===== config.mk =====
export PLATFORM = sky130hd
export DESIGN_NAME = radial_spotlight_luminance
export DESIGN_NICKNAME = d
export VERILOG_FILES = /design/src/hdl/rsl_pkg.sv /design/src/hdl/rsl_dist.sv /design/src/hdl/rsl_sqrt_cell.sv /design/src/hdl/rsl_scale.sv /design/src/hdl/radial_spotlight_luminance.sv
export VERILOG_INCLUDE_DIRS = /design/src /design/src/hdl
export SDC_FILE = /design/constraint.sdc
export NUM_CORES = 2
export LEC_CHECK = 0
export BUFFER_PORTS_ARGS = -buffer_cell sky130_fd_sc_hd__buf_2
export CAP_MARGIN = 40
export CORE_ASPECT_RATIO = 1.75
export CORE_MARGIN = 2
export CORE_UTILIZATION = 55
export CTS_BUF_LIST = sky130_fd_sc_hd__clkbuf_2 sky130_fd_sc_hd__clkbuf_4 sky130_fd_sc_hd__clkbuf_8
export CTS_CLUSTER_DIAMETER = 60
export CTS_CLUSTER_SIZE = 24
export DETAILED_ROUTE_END_ITERATION = 12
export GPL_TIMING_DRIVEN = 0
export PLACE_DENSITY = 0.77
export SETUP_SLACK_MARGIN = 0.15
export SLEW_MARGIN = 20
export SYNTH_ARGS = -nofsm -noshare
export SYNTH_HDL_FRONTEND = slang
export SYNTH_SLANG_ARGS = --single-unit
export TNS_END_PERCENT = 50

===== constraint.sdc =====
create_clock -name i_clk -period 37.2 [get_ports i_clk]
set_input_delay 3.72 -clock i_clk [delete_from_list [all_inputs] [get_ports i_clk]]
set_output_delay 3.72 -clock i_clk [all_outputs]
set_load 0.02 [all_outputs]

===== src/hdl/radial_spotlight_luminance_defines.svh =====
// ----------------------------------------------------------------------------
// Assertion macros for the radial spotlight block
// Concurrent checks used by the assertions of the top-level module.
// ----------------------------------------------------------------------------
`ifndef RADIAL_SPOTLIGHT_LUMINANCE_DEFINES_SVH
`define RADIAL_SPOTLIGHT_LUMINANCE_DEFINES_SVH

// Same-cycle implication, masked while reset is applied.
`define RSL_ASSERT_NOW(label, ante, cons) \
    label: assert property (@(posedge i_clk) disable iff (!i_rst_n) (ante) |-> (cons)) \
        else $error("spotlight check failed");

// Next-cycle implication, masked while reset is applied.
`define RSL_ASSERT_NEXT(label, ante, cons) \
    label: assert property (@(posedge i_clk) disable iff (!i_rst_n) (ante) |=> (cons)) \
        else $error("spotlight check failed");

// Next-cycle implication that also holds across reset.
`define RSL_ASSERT_ALWAYS_NEXT(label, ante, cons) \
    label: assert property (@(posedge i_clk) (ante) |=> (cons)) \
        else $error("spotlight check failed");

`endif


===== src/hdl/rsl_pkg.sv =====
// ----------------------------------------------------------------------------
// Radial spotlight package
// Shared constants and types for the spotlight pipeline.
// ----------------------------------------------------------------------------
package rsl_pkg;

    // Default widths of the pixel fields.
    localparam int COORD_BITS_DEF = 12;
    localparam int LUMA_BITS_DEF  = 16;

    // Configuration port.
    localparam int CENTER_BITS  = 14;
    localparam int CFG_IDX_BITS = 1;
    localparam logic [CFG_IDX_BITS-1:0] CFG_CENTER_X = 1'b0;
    localparam logic [CFG_IDX_BITS-1:0] CFG_CENTER_Y = 1'b1;

    // Spotlight geometry: inside the radius the squared distance fits D2_BITS.
    localparam int RADIUS    = 160;
    localparam int RADIUS_SQ = RADIUS * RADIUS;
    localparam int D2_BITS   = 15;

    // Square root of d2 * 2^16: a 32-bit radicand, 16 root bits, one per cell.
    localparam int ROOT_BITS = 16;
    localparam int RAD_BITS  = 2 * ROOT_BITS;
    localparam int REM_BITS  = ROOT_BITS + 1;

    // floor(root * 32 / 25) as floor(root * RECIP / 2^RECIP_SHIFT).
    localparam int RECIP_BITS  = 22;
    localparam int RECIP_SHIFT = 21;
    localparam logic [RECIP_BITS-1:0] RECIP = 22'd2684355;

    // Attenuation factor in Q16.
    localparam int FACTOR_BITS = 17;
    localparam logic [FACTOR_BITS-1:0] ONE_Q16    = 17'd65536;
    localparam logic [FACTOR_BITS-1:0] FAR_FACTOR = 17'd13107;
    localparam int FRAC_BITS = 16;

    // Control that travels alongside every item in the pipeline.
    typedef struct packed {
        logic valid;
        logic far;
    } t_ctl;

endpackage


===== src/hdl/rsl_dist.sv =====
// ----------------------------------------------------------------------------
// Spotlight distance front end
// Forms the squared distance to the centre over three registered stages.
// ----------------------------------------------------------------------------
module rsl_dist
    import rsl_pkg::*;
#(
    parameter int COORD_BITS = COORD_BITS_DEF,
    parameter int LUMA_BITS  = LUMA_BITS_DEF
) (
    input  logic                          i_clk,
    input  logic                          i_rst_n,
    input  logic                          i_adv,
    input  logic                          i_valid,
    input  logic [COORD_BITS-1:0]         i_pixel_x,
    input  logic [COORD_BITS-1:0]         i_pixel_y,
    input  logic [LUMA_BITS-1:0]          i_luma_in,
    input  logic signed [CENTER_BITS-1:0] i_center_x,
    input  logic signed [CENTER_BITS-1:0] i_center_y,
    output t_ctl                          o_ctl,
    output logic [D2_BITS-1:0]            o_d2,
    output logic [LUMA_BITS-1:0]          o_luma
);

    localparam int DX_W = ((COORD_BITS > CENTER_BITS) ? COORD_BITS : CENTER_BITS) + 2;
    localparam int SQ_W = 2 * DX_W;
    localparam int D2_W = SQ_W + 1;

    logic                    r_a_valid, r_b_valid;
    t_ctl                    r_c_ctl;
    logic signed [DX_W-1:0]  r_dx, r_dy;
    logic signed [SQ_W-1:0]  r_sq_x, r_sq_y;
    logic [LUMA_BITS-1:0]    r_a_luma, r_b_luma, r_c_luma;
    logic [D2_BITS-1:0]      r_c_d2;
    logic signed [DX_W-1:0]  n_dx, n_dy;
    logic [D2_W-1:0]         n_d2;

    // Coordinate differences, with the centre sign-extended.
    always_comb begin
        n_dx = $signed({{(DX_W-COORD_BITS){1'b0}}, i_pixel_x}) - DX_W'(i_center_x);
        n_dy = $signed({{(DX_W-COORD_BITS){1'b0}}, i_pixel_y}) - DX_W'(i_center_y);
    end

    // Sum of squares; both squares are non-negative.
    assign n_d2 = D2_W'($unsigned(r_sq_x)) + D2_W'($unsigned(r_sq_y));

    // Valid bits.
    always_ff @(posedge i_clk) begin
        if (!i_rst_n) begin
            r_a_valid <= 1'b0;
            r_b_valid <= 1'b0;
            r_c_ctl   <= '0;
        end else if (i_adv) begin
            r_a_valid     <= i_valid;
            r_b_valid     <= r_a_valid;
            r_c_ctl.valid <= r_b_valid;
            r_c_ctl.far   <= (n_d2 > D2_W'(RADIUS_SQ));
        end
    end

    // Payload stages.
    always_ff @(posedge i_clk) begin
        if (i_adv) begin
            r_dx     <= n_dx;
            r_dy     <= n_dy;
            r_a_luma <= i_luma_in;
            r_sq_x   <= r_dx * r_dx;
            r_sq_y   <= r_dy * r_dy;
            r_b_luma <= r_a_luma;
            r_c_d2   <= n_d2[D2_BITS-1:0];
            r_c_luma <= r_b_luma;
        end
    end

    assign o_ctl  = r_c_ctl;
    assign o_d2   = r_c_d2;
    assign o_luma = r_c_luma;

endmodule


===== src/hdl/rsl_sqrt_cell.sv =====
// ----------------------------------------------------------------------------
// Square root cell
// Settles one root bit of d2 * 2^16 and hands the item to the next cell.
// ----------------------------------------------------------------------------
module rsl_sqrt_cell
    import rsl_pkg::*;
#(
    parameter int LUMA_BITS = LUMA_BITS_DEF,
    parameter int STEP      = 0
) (
    input  logic                 i_clk,
    input  logic                 i_rst_n,
    input  logic                 i_adv,
    input  t_ctl                 i_ctl,
    input  logic [D2_BITS-1:0]   i_d2,
    input  logic [REM_BITS-1:0]  i_rem,
    input  logic [ROOT_BITS-1:0] i_root,
    input  logic [LUMA_BITS-1:0] i_luma,
    output t_ctl                 o_ctl,
    output logic [D2_BITS-1:0]   o_d2,
    output logic [REM_BITS-1:0]  o_rem,
    output logic [ROOT_BITS-1:0] o_root,
    output logic [LUMA_BITS-1:0] o_luma
);

    localparam int PAIR_HI = RAD_BITS - 1 - 2 * STEP;

    t_ctl                 r_ctl;
    logic [D2_BITS-1:0]   r_d2;
    logic [REM_BITS-1:0]  r_rem;
    logic [ROOT_BITS-1:0] r_root;
    logic [LUMA_BITS-1:0] r_luma;

    logic [RAD_BITS-1:0]  w_radicand;
    logic [REM_BITS+1:0]  w_rem_sh;
    logic [REM_BITS+1:0]  w_trial;
    logic                 w_ge;
    logic [REM_BITS+1:0]  w_diff;
    logic [REM_BITS-1:0]  n_rem;
    logic [ROOT_BITS-1:0] n_root;

    // Bring down the next two radicand bits and try a one in this root bit.
    always_comb begin
        w_radicand = {{(RAD_BITS-D2_BITS-FRAC_BITS){1'b0}}, i_d2, {FRAC_BITS{1'b0}}};
        w_rem_sh   = {i_rem, w_radicand[PAIR_HI -: 2]};
        w_trial    = {1'b0, i_root, 2'b01};
        w_ge       = (w_rem_sh >= w_trial);
        w_diff     = w_rem_sh - w_trial;
        n_rem      = w_ge ? w_diff[REM_BITS-1:0] : w_rem_sh[REM_BITS-1:0];
        n_root     = {i_root[ROOT_BITS-2:0], w_ge};
    end

    // Control moves with the chain.
    always_ff @(posedge i_clk) begin
        if (!i_rst_n) begin
            r_ctl <= '0;
        end else if (i_adv) begin
            r_ctl <= i_ctl;
        end
    end

    // Partial root, remainder and passenger fields.
    always_ff @(posedge i_clk) begin
        if (i_adv) begin
            r_d2   <= i_d2;
            r_rem  <= n_rem;
            r_root <= n_root;
            r_luma <= i_luma;
        end
    end

    assign o_ctl  = r_ctl;
    assign o_d2   = r_d2;
    assign o_rem  = r_rem;
    assign o_root = r_root;
    assign o_luma = r_luma;

endmodule


===== src/hdl/rsl_scale.sv =====
// ----------------------------------------------------------------------------
// Spotlight scaling back end
// Turns the Q8 distance into a Q16 factor and scales the luminance.
// ----------------------------------------------------------------------------
module rsl_scale
    import rsl_pkg::*;
#(
    parameter int LUMA_BITS = LUMA_BITS_DEF
) (
    input  logic                 i_clk,
    input  logic                 i_rst_n,
    input  logic                 i_adv,
    input  t_ctl                 i_ctl,
    input  logic [ROOT_BITS-1:0] i_root,
    input  logic [LUMA_BITS-1:0] i_luma,
    output logic                 o_valid,
    output logic [LUMA_BITS-1:0] o_luma_out
);

    localparam int RPROD_W = ROOT_BITS + RECIP_BITS;
    localparam int LPROD_W = LUMA_BITS + FACTOR_BITS;

    t_ctl                   r_d_ctl;
    logic                   r_e_valid, r_out_valid;
    logic [RPROD_W-1:0]     r_rprod;
    logic [LUMA_BITS-1:0]   r_d_luma, r_e_luma, r_luma_out;
    logic [FACTOR_BITS-1:0] r_factor;
    logic [FACTOR_BITS-1:0] n_factor;
    logic [LPROD_W-1:0]     w_lprod;

    // One minus 0.005 times the distance, or the fixed far factor.
    always_comb begin
        if (r_d_ctl.far) begin
            n_factor = FAR_FACTOR;
        end else begin
            n_factor = ONE_Q16 - r_rprod[RECIP_SHIFT +: FACTOR_BITS];
        end
    end

    assign w_lprod = LPROD_W'(r_e_luma) * LPROD_W'(r_factor);

    // Valid bits.
    always_ff @(posedge i_clk) begin
        if (!i_rst_n) begin
            r_d_ctl     <= '0;
            r_e_valid   <= 1'b0;
            r_out_valid <= 1'b0;
        end else if (i_adv) begin
            r_d_ctl     <= i_ctl;
            r_e_valid   <= r_d_ctl.valid;
            r_out_valid <= r_e_valid;
        end
    end

    // Reciprocal multiply, factor, then the luminance product.
    always_ff @(posedge i_clk) begin
        if (i_adv) begin
            r_rprod    <= RPROD_W'(i_root) * RPROD_W'(RECIP);
            r_d_luma   <= i_luma;
            r_factor   <= n_factor;
            r_e_luma   <= r_d_luma;
            r_luma_out <= w_lprod[FRAC_BITS +: LUMA_BITS];
        end
    end

    assign o_valid    = r_out_valid;
    assign o_luma_out = r_luma_out;

endmodule


===== src/hdl/radial_spotlight_luminance.sv =====
// ----------------------------------------------------------------------------
// Radial spotlight luminance
// Darkens each pixel with its distance from a configurable spotlight centre.
// ----------------------------------------------------------------------------
// Usage:
// Input items (pixel_x, pixel_y, luma_in) arrive on a valid/stall channel and
// each gives exactly one luma_out item on the output valid/stall channel, in
// order. The pipeline takes one item per cycle while not stalled, through
// three distance stages, sixteen square root cells (one root bit per cell)
// and three scaling stages, the last of which is the output register.
// When the receiver stalls while a result is shown, the whole pipeline holds
// and o_stall rises in the same cycle; no item is dropped. Items in flight
// continue as soon as the stall drops, one per cycle again.
// The centre registers are written through i_cfg_we, i_cfg_idx and
// i_cfg_data, and should change only while no item is in flight.
// Reset clears all valid bits and sets both centre coordinates to zero.
// ----------------------------------------------------------------------------
`include "radial_spotlight_luminance_defines.svh"

module radial_spotlight_luminance
    import rsl_pkg::*;
#(
    parameter int COORD_BITS = COORD_BITS_DEF,
    parameter int LUMA_BITS  = LUMA_BITS_DEF
) (
    input  logic                    i_clk,
    input  logic                    i_rst_n,
    input  logic                    i_cfg_we,
    input  logic [CFG_IDX_BITS-1:0] i_cfg_idx,
    input  logic [CENTER_BITS-1:0]  i_cfg_data,
    input  logic                    i_valid,
    output logic                    o_stall,
    input  logic [COORD_BITS-1:0]   i_pixel_x,
    input  logic [COORD_BITS-1:0]   i_pixel_y,
    input  logic [LUMA_BITS-1:0]    i_luma_in,
    output logic                    o_valid,
    input  logic                    i_stall,
    output logic [LUMA_BITS-1:0]    o_luma_out
);

    logic signed [CENTER_BITS-1:0] r_center_x, r_center_y;
    logic                          w_adv;

    t_ctl                 w_ctl  [0:ROOT_BITS];
    logic [D2_BITS-1:0]   w_d2   [0:ROOT_BITS];
    logic [REM_BITS-1:0]  w_rem  [0:ROOT_BITS];
    logic [ROOT_BITS-1:0] w_root [0:ROOT_BITS];
    logic [LUMA_BITS-1:0] w_luma [0:ROOT_BITS];

    // The pipeline moves unless a shown result is being held back.
    assign w_adv   = !(o_valid && i_stall);
    assign o_stall = !w_adv;

    // Centre registers.
    always_ff @(posedge i_clk) begin
        if (!i_rst_n) begin
            r_center_x <= '0;
            r_center_y <= '0;
        end else if (i_cfg_we) begin
            if (i_cfg_idx == CFG_CENTER_X) begin
                r_center_x <= $signed(i_cfg_data);
            end
            if (i_cfg_idx == CFG_CENTER_Y) begin
                r_center_y <= $signed(i_cfg_data);
            end
        end
    end

    // Squared distance.
    rsl_dist #(
        .COORD_BITS (COORD_BITS),
        .LUMA_BITS  (LUMA_BITS)
    ) u_dist (
        .i_clk      (i_clk),
        .i_rst_n    (i_rst_n),
        .i_adv      (w_adv),
        .i_valid    (i_valid),
        .i_pixel_x  (i_pixel_x),
        .i_pixel_y  (i_pixel_y),
        .i_luma_in  (i_luma_in),
        .i_center_x (r_center_x),
        .i_center_y (r_center_y),
        .o_ctl      (w_ctl[0]),
        .o_d2       (w_d2[0]),
        .o_luma     (w_luma[0])
    );

    // The root starts empty with a zero remainder.
    assign w_rem[0]  = '0;
    assign w_root[0] = '0;

    // Square root chain, one cell per root bit.
    for (genvar g = 0; g < ROOT_BITS; g++) begin : g_cell
        rsl_sqrt_cell #(
            .LUMA_BITS (LUMA_BITS),
            .STEP      (g)
        ) u_cell (
            .i_clk   (i_clk),
            .i_rst_n (i_rst_n),
            .i_adv   (w_adv),
            .i_ctl   (w_ctl[g]),
            .i_d2    (w_d2[g]),
            .i_rem   (w_rem[g]),
            .i_root  (w_root[g]),
            .i_luma  (w_luma[g]),
            .o_ctl   (w_ctl[g+1]),
            .o_d2    (w_d2[g+1]),
            .o_rem   (w_rem[g+1]),
            .o_root  (w_root[g+1]),
            .o_luma  (w_luma[g+1])
        );
    end

    // Factor and luminance scaling.
    rsl_scale #(
        .LUMA_BITS (LUMA_BITS)
    ) u_scale (
        .i_clk      (i_clk),
        .i_rst_n    (i_rst_n),
        .i_adv      (w_adv),
        .i_ctl      (w_ctl[ROOT_BITS]),
        .i_root     (w_root[ROOT_BITS]),
        .i_luma     (w_luma[ROOT_BITS]),
        .o_valid    (o_valid),
        .o_luma_out (o_luma_out)
    );

    // Checks.
    `RSL_ASSERT_ALWAYS_NEXT(a_reset_empties, !i_rst_n, !o_valid)
    `RSL_ASSERT_NOW(a_stall_needs_result, o_stall, o_valid)
    `RSL_ASSERT_NEXT(a_result_held, o_valid && i_stall, o_valid && $stable(o_luma_out))

endmodule


## Word-level counts from Yosys, hierarchy flattened

Cells that the tools add are included.
W data, S select, Z words.

| word-level totals | value |
|---|---|
| flip-flop bits (word level) | 1016 |
| input port bits | 60 |
| memories kept | 0 |
| word-level logic and storage cells | 176 |
| latch bits | 0 |
| memory bits (writable) | 0 |
| bits in read-only memories | 0 |
| output and inout port bits | 18 |

| operators by class | value |
|---|---|
| eq/ne operators | 0 |
| bitwise logic cells | 1 |
| shifts and indexed selects | 0 |
| reduce and logical (&&, ||, !) cells | 3 |
| $lt $le $gt $ge | 17 |
| multiplexer cells | 15 |
| $add $sub $neg | 19 |
| divide/modulo/power cells | 0 |
| $mul | 4 |

Operators by type and width:

| cell | count |
|---|---|
| $mux W17 | 14 |
| $mul A15 B15 Y30 | 2 |
| $mul A16 B22 Y38 const B | 1 |
| $add A32 B32 Y33 | 1 |
| $gt A33 B15 Y1 const B | 1 |
| $mul A16 B17 Y32 | 1 |
| $sub A13 B14 Y15 | 2 |
| $ge A19 B10 Y1 | 1 |
| $ge A19 B11 Y1 | 1 |
| $ge A19 B12 Y1 | 1 |
| $ge A19 B13 Y1 | 1 |
| $ge A19 B14 Y1 | 1 |
| $ge A19 B15 Y1 | 1 |
| $ge A19 B16 Y1 | 1 |
| $ge A19 B17 Y1 | 1 |
| $ge A19 B3 Y1 | 1 |
| $ge A19 B4 Y1 | 1 |
| $ge A19 B5 Y1 | 1 |
| $ge A19 B6 Y1 | 1 |
| $ge A19 B7 Y1 | 1 |
| $ge A19 B8 Y1 | 1 |
| $ge A19 B9 Y1 | 1 |
| $sub A17 B10 Y17 | 1 |
| $sub A17 B11 Y17 | 1 |
| other kinds (19) | 20 |

## Logic depth before layout (Yosys ltp)

| logic depth | value |
|---|---|
| depth in word-level cells | 2 |
| depth in mapped cells | 26 |
| mapped depth without buffers | 24 |

## Hierarchy

Synthesis repeated with hierarchy kept, for this count alone.

| unflattened totals | value |
|---|---|
| cells, all modules | 7578 |
| area, all modules | 91138.7 µm² |

Modules (own cells, without submodules):

| module | seq. area each (µm²) | cells an instance | instances | area an instance (µm²) |
|---|---|---|---|---|
| rsl_sqrt_cell at g_cell[10].u_cell ... | 1931.9 | 205 | 8 | 3032.9 |
| rsl_sqrt_cell at g_cell[1].u_cell ... | 1961.9 | 238 | 7 | 3270.6 |
| rsl_dist | 4614.4 | 2275 | 1 | 22888.2 |
| rsl_scale | 2542.4 | 1670 | 1 | 16910.0 |
| rsl_sqrt_cell at g_cell[0].u_cell | 1961.9 | 215 | 1 | 3075.4 |
| radial_spotlight_luminance | 560.5 | 112 | 1 | 1107.3 |

## Least setup slack after synthesis

No wires, ideal clock.

| timing path | value |
|---|---|
| path kind | input-to-reg |
| start point | input port i_stall |
| end point | register g_cell[0].u_cell.r_d2[0], enable pin |
| data required time | 35.578 ns |
| path slack | 7.285 ns |
| library setup time | 1.622 ns |
| data arrival time | 28.293 ns |
| stages | 2 |
| path buffers | 1 |
| cells stage by stage | nand2_1 buf_1 |

| on the way | value |
|---|---|
| longest elaborated chain between the ends | 1 |

Ends and longest elaborated chain:

| what | line | source |
|---|---|---|
| start: declaration | radial_spotlight_luminance.sv:37 | `input logic i_stall,` |
| $logic_and A1 B1 Y1 | radial_spotlight_luminance.sv:51 | `assign w_adv = !(o_valid && i_stall);` |
| end signal: assignment | rsl_sqrt_cell.sv:65 | `r_d2 <= i_d2;` |
| end: declaration | rsl_sqrt_cell.sv:29 | `logic [D2_BITS-1:0] r_d2;` |

Every way passes these cells.
A chain may end at the register's enable or synchronous reset.

## Worst setup path after layout

| timing path | value |
|---|---|
| start point | input port i_stall |
| end point | output port o_stall |

| on the way | value |
|---|---|
| longest elaborated chain between the ends | 1 |

Ends and longest elaborated chain:

| what | line | source |
|---|---|---|
| $logic_and A1 B1 Y1 | radial_spotlight_luminance.sv:51 |  |
| end: declaration | radial_spotlight_luminance.sv:32 | `output logic o_stall,` |

Every way passes these cells.

==> impl_metrics.json <==
{
  "status": "finished clean",
  "crit_buf_inv": 4,
  "syn_to_final_growth_pct": 6.34,
  "yosys_warnings": 0,
  "vias": 42800,
  "clockBufferDepth": 3,
  "cts_tree": "done",
  "ys_seq_elements": 974,
  "wire_per_inst_um": 18.1,
  "antenna_found_initial": 2,
  "rsz0062_at_grt": "no",
  "avgViaCountPerCell": 5.39,
  "hold_buffers": 0,
  "async_flop_share_pct": 0,
  "critical_path_arrival_ps": 4910,
  "io-pin-count": 78,
  "critPathMaxStageDelay_ps": 390,
  "ys_types": 84,
  "fin_skew_ps": 96.3,
  "place_inst": 7840,
  "synth_top_family_by_area": "adder cells",
  "synth_fa_ha_area_share_pct": 31.5,
  "drtIter0Drc": 2136,
  "r2r_cells": 24,
  "holdPathStages": 0,
  "cts.clk_slew.worst_paths_ps": 130,
  "netlist.area_leader.share_pct": 38.9,
  "htree_levels": 2,
  "clock-sinks": 974,
  "cts_setup_buffers": 0,
  "initial_utilization_pct": 55.2,
  "core_area_um2": 127000,
  "gp_congestion": 0.970,
  "synth_enable_flop_cells": 906,
  "synth_fp_nets": 7455,
  "root_buffer": "clkbuf_8",
  "cp_top_family": "buffers and inverters",
  "synthMuxAreaShare_pct": 0.827,
  "start_kind": "input pin",
  "slowest_stage": "clkbuf_1",
  "die_area_um2": 130000,
  "nNetsFinal": 7623,
  "finalCriticalPeriod_ps": 8630,
  "die_x_um": 274,
  "port_buffers": 76,
  "max_freq_ghz": 0.116,
  "setup_tns_ps": 0,
  "synth_compound_area_share_pct": 6.41,
  "n_fill_cell": 10300,
  "rows": 173,
  "crit_fanout": 10,
  "drv_cap": 0,
  "overflow": 0,
  "crit_start": "i_stall",
  "synthXorXnorAreaFrac_pct": 3.73,
  "hold_path_end": "g_cell[10].u_cell.o_luma[7]$_DFFE_PN_",
  "cp_num_cells": 5,
  "die_h_um": 476,
  "synth_area_leaders": "edfxtp_1, fa_1, ha_1",
  "synth_ff_type": "edfxtp_1",
  "avgSynthCellArea_um2": 11.5,
  "hold_class": "flip-flop to flip-flop",
  "yosysTopAreaCell": "edfxtp_1",
  "slew_headroom_pct": 45.0,
  "synthSimpleGateAreaFrac_pct": 9.35,
  "end_kind": "output port",
  "grt_max_degree": 38,
  "finalSetupViolations": 0,
  "syn_inst": 6067,
  "drive_gt1_share_pct": 4.77,
  "drcViolationCount": 0,
  "grt_pass1_vias": 46700,
  "grt_pass1_wl_mm": 232,
  "grtUsageTotal_pct": 22.8,
  "ant_nets": 0,
  "cts_resized": 0,
  "syn-cell-area_um2": 69900,
  "crit_top_cell": "buf_2",
  "crit_chain": "buf_2, nand2_1, inv_1, clkbuf_1, buf_2",
  "numCtsBuffers": 55,
  "crit_required_ps": 33480,
  "fin_crit_sh_pct": 23.2,
  "worstHoldStart": "g_cell[9].u_cell.o_luma[7]$_DFFE_PN_",
  "final_cells": 7936,
  "clk_latency_ps": 820,
  "hold_viol_final": 0,
  "reg2reg_to": "u_scale.o_luma_out[5]$_DFFE_PN_",
  "synth-seq-area-share_pct": 40.9,
  "worst_pin_slew_ps": 818,
  "reg2reg_from": "u_scale.r_e_luma[9]$_DFFE_PN_",
  "slew_viol_final": 0,
  "drt_pass1_iterations": 5,
  "r2r_slack_ps": 29490,
  "routed_wl_mm": 143,
  "path_class": "input pin to output port",
  "dp_hpwl_mm": 118
}
[Yosys cell counts (8+ instances only)]
library cell	instances
nor3_1	76
nand4_1	23
nand2b_1	37
edfxtp_1	906
or3_1	26
nand2_1	538
a211o_1	10
inv_1	1242
a31oi_1	20
a21oi_1	195
o21a_1	27
or2_2	24
o31ai_1	11
o21bai_1	37
and2_1	215
or4_1	17
o21ai_1	8
nand3b_1	8
o211ai_1	10
nor2b_1	43
nor4_1	24
nor2_1	241
fa_1	718
clkbuf_1	106
mux2_2	42
a21boi_0	87
nand3_1	43
and3_1	15
xnor2_1	197
a211oi_1	26
ha_1	610
o21ai_0	133
xor2_1	101
a21o_1	56
nor3b_1	11
dfxtp_1	68
[logic make-up after synthesis]
kind of cell / after synthesis
AND/OR/NAND/NOR: 1364
buffers and inverters: 1361
adder cells (fa/ha/maj): 1328
flip-flops: 974
AO/OA/AOI/OAI: 690
XOR/XNOR: 298
multiplexers: 51
other: 1
[flip-flops by register name, summed over array words and instances, names as in the netlist, 15 cells and up]
name	count
g_cell.u_cell.o_d2	56
u_dist.o_luma	16
u_scale.r_rprod	17
u_scale.r_d_luma	16
u_scale.r_e_luma	16
g_cell.u_cell.o_luma	256
u_dist.r_dx	15
u_scale.o_luma_out	16
u_dist.r_dy	15
g_cell.u_cell.o_rem	225
u_dist.o_d2	15
u_dist.r_sq_y	29
u_dist.r_b_luma	16
u_scale.r_factor	17
g_cell.u_cell.o_root	136
u_dist.r_a_luma	16
g_cell.u_cell.o_ctl	32
u_dist.r_sq_x	29
[cell usage in the layout, fill, tap and decap left out, types with 68 or more instances in the layout]
cell,n
edfxtp_1,906
ha_1,610
xnor2_1,197
and2_1,215
dfxtp_1,68
buf_2,82
a21boi_0,87
clkbuf_1,106
a21oi_1,195
inv_1,1243
nor3_1,76
o21ai_0,133
nand2_1,538
xor2_1,101
nor2_1,241
fa_1,718
[worst reg2reg max path: stages, from the launching register on]
cell	delay [ps]
edfxtp_1	360
clkbuf_1	560
clkbuf_1	530
nand2_1	170
fa_1	560
inv_1	50
fa_1	380
inv_1	90
fa_1	380
inv_1	80
fa_1	450
fa_1	550
inv_1	50
fa_1	520
inv_1	40
ha_1	320
a211oi_1	440
nand2_1	210
nor4_1	270
o31ai_1	210
a31oi_1	360
o21ai_0	210
a21oi_1	280
o21bai_1	110
xor2_1	330
[worst max-delay path by stage]
| stage | end | slack (ps) |
|---|---|---|
| floorplan | g_cell[0].u_cell.o_d2[0]$_DFFE_PN_ | 7290 |
| global placement | g_cell[13].u_cell.o_luma[10]$_DFFE_PN_ | -2090 |
| detailed placement | o_stall | 28550 |
| CTS | o_stall | 28540 |
| global route | o_stall | 28500 |
| finish | o_stall | 28570 |
[layer usage]
metal,vias up,GRT usage [%],share of wire (%)
met3,430,1.82,2.5
met2,855,46.8,59
met5,-,0,0
met4,0,13.7,6.9
met1,21300,21.3,32
li1,20100,-,-
[area by class of cell]
type                       instances  area [um^2]  share of cell area, %
timing repair buffer             111         1100                   1.48
antenna                            1         2.50                0.00337
inverter                        1244         4670                   6.28
tap                             1662         2080                   2.80
clock buffer                      69          868                   1.17
multi-input combinational       3732        36200                   48.7
clock inverter                    26          382                  0.513
sequential                       974        28600                   38.4
buffer                           117          453                  0.609
[through the flow]
| stage | hold slack (ps) | util [%] | area [um^2] | setup slack (ps) |
|---|---|---|---|---|
| after floorplan | 400 | - | 69900 | 7290 |
| after global placement | 400 | 57.2 | 72400 | -2090 |
| after detailed placement | 405 | 57.7 | 73100 | 28550 |
| after CTS | 375 | 58.7 | 74300 | 28540 |
| after global routing | 407 | 58.7 | 74300 | 28500 |
| final | 376 | 58.7 | 74300 | 28570 |
Power is not shown: default switching activity piles up to over one toggle a cycle in this logic, so the estimate is an artifact.
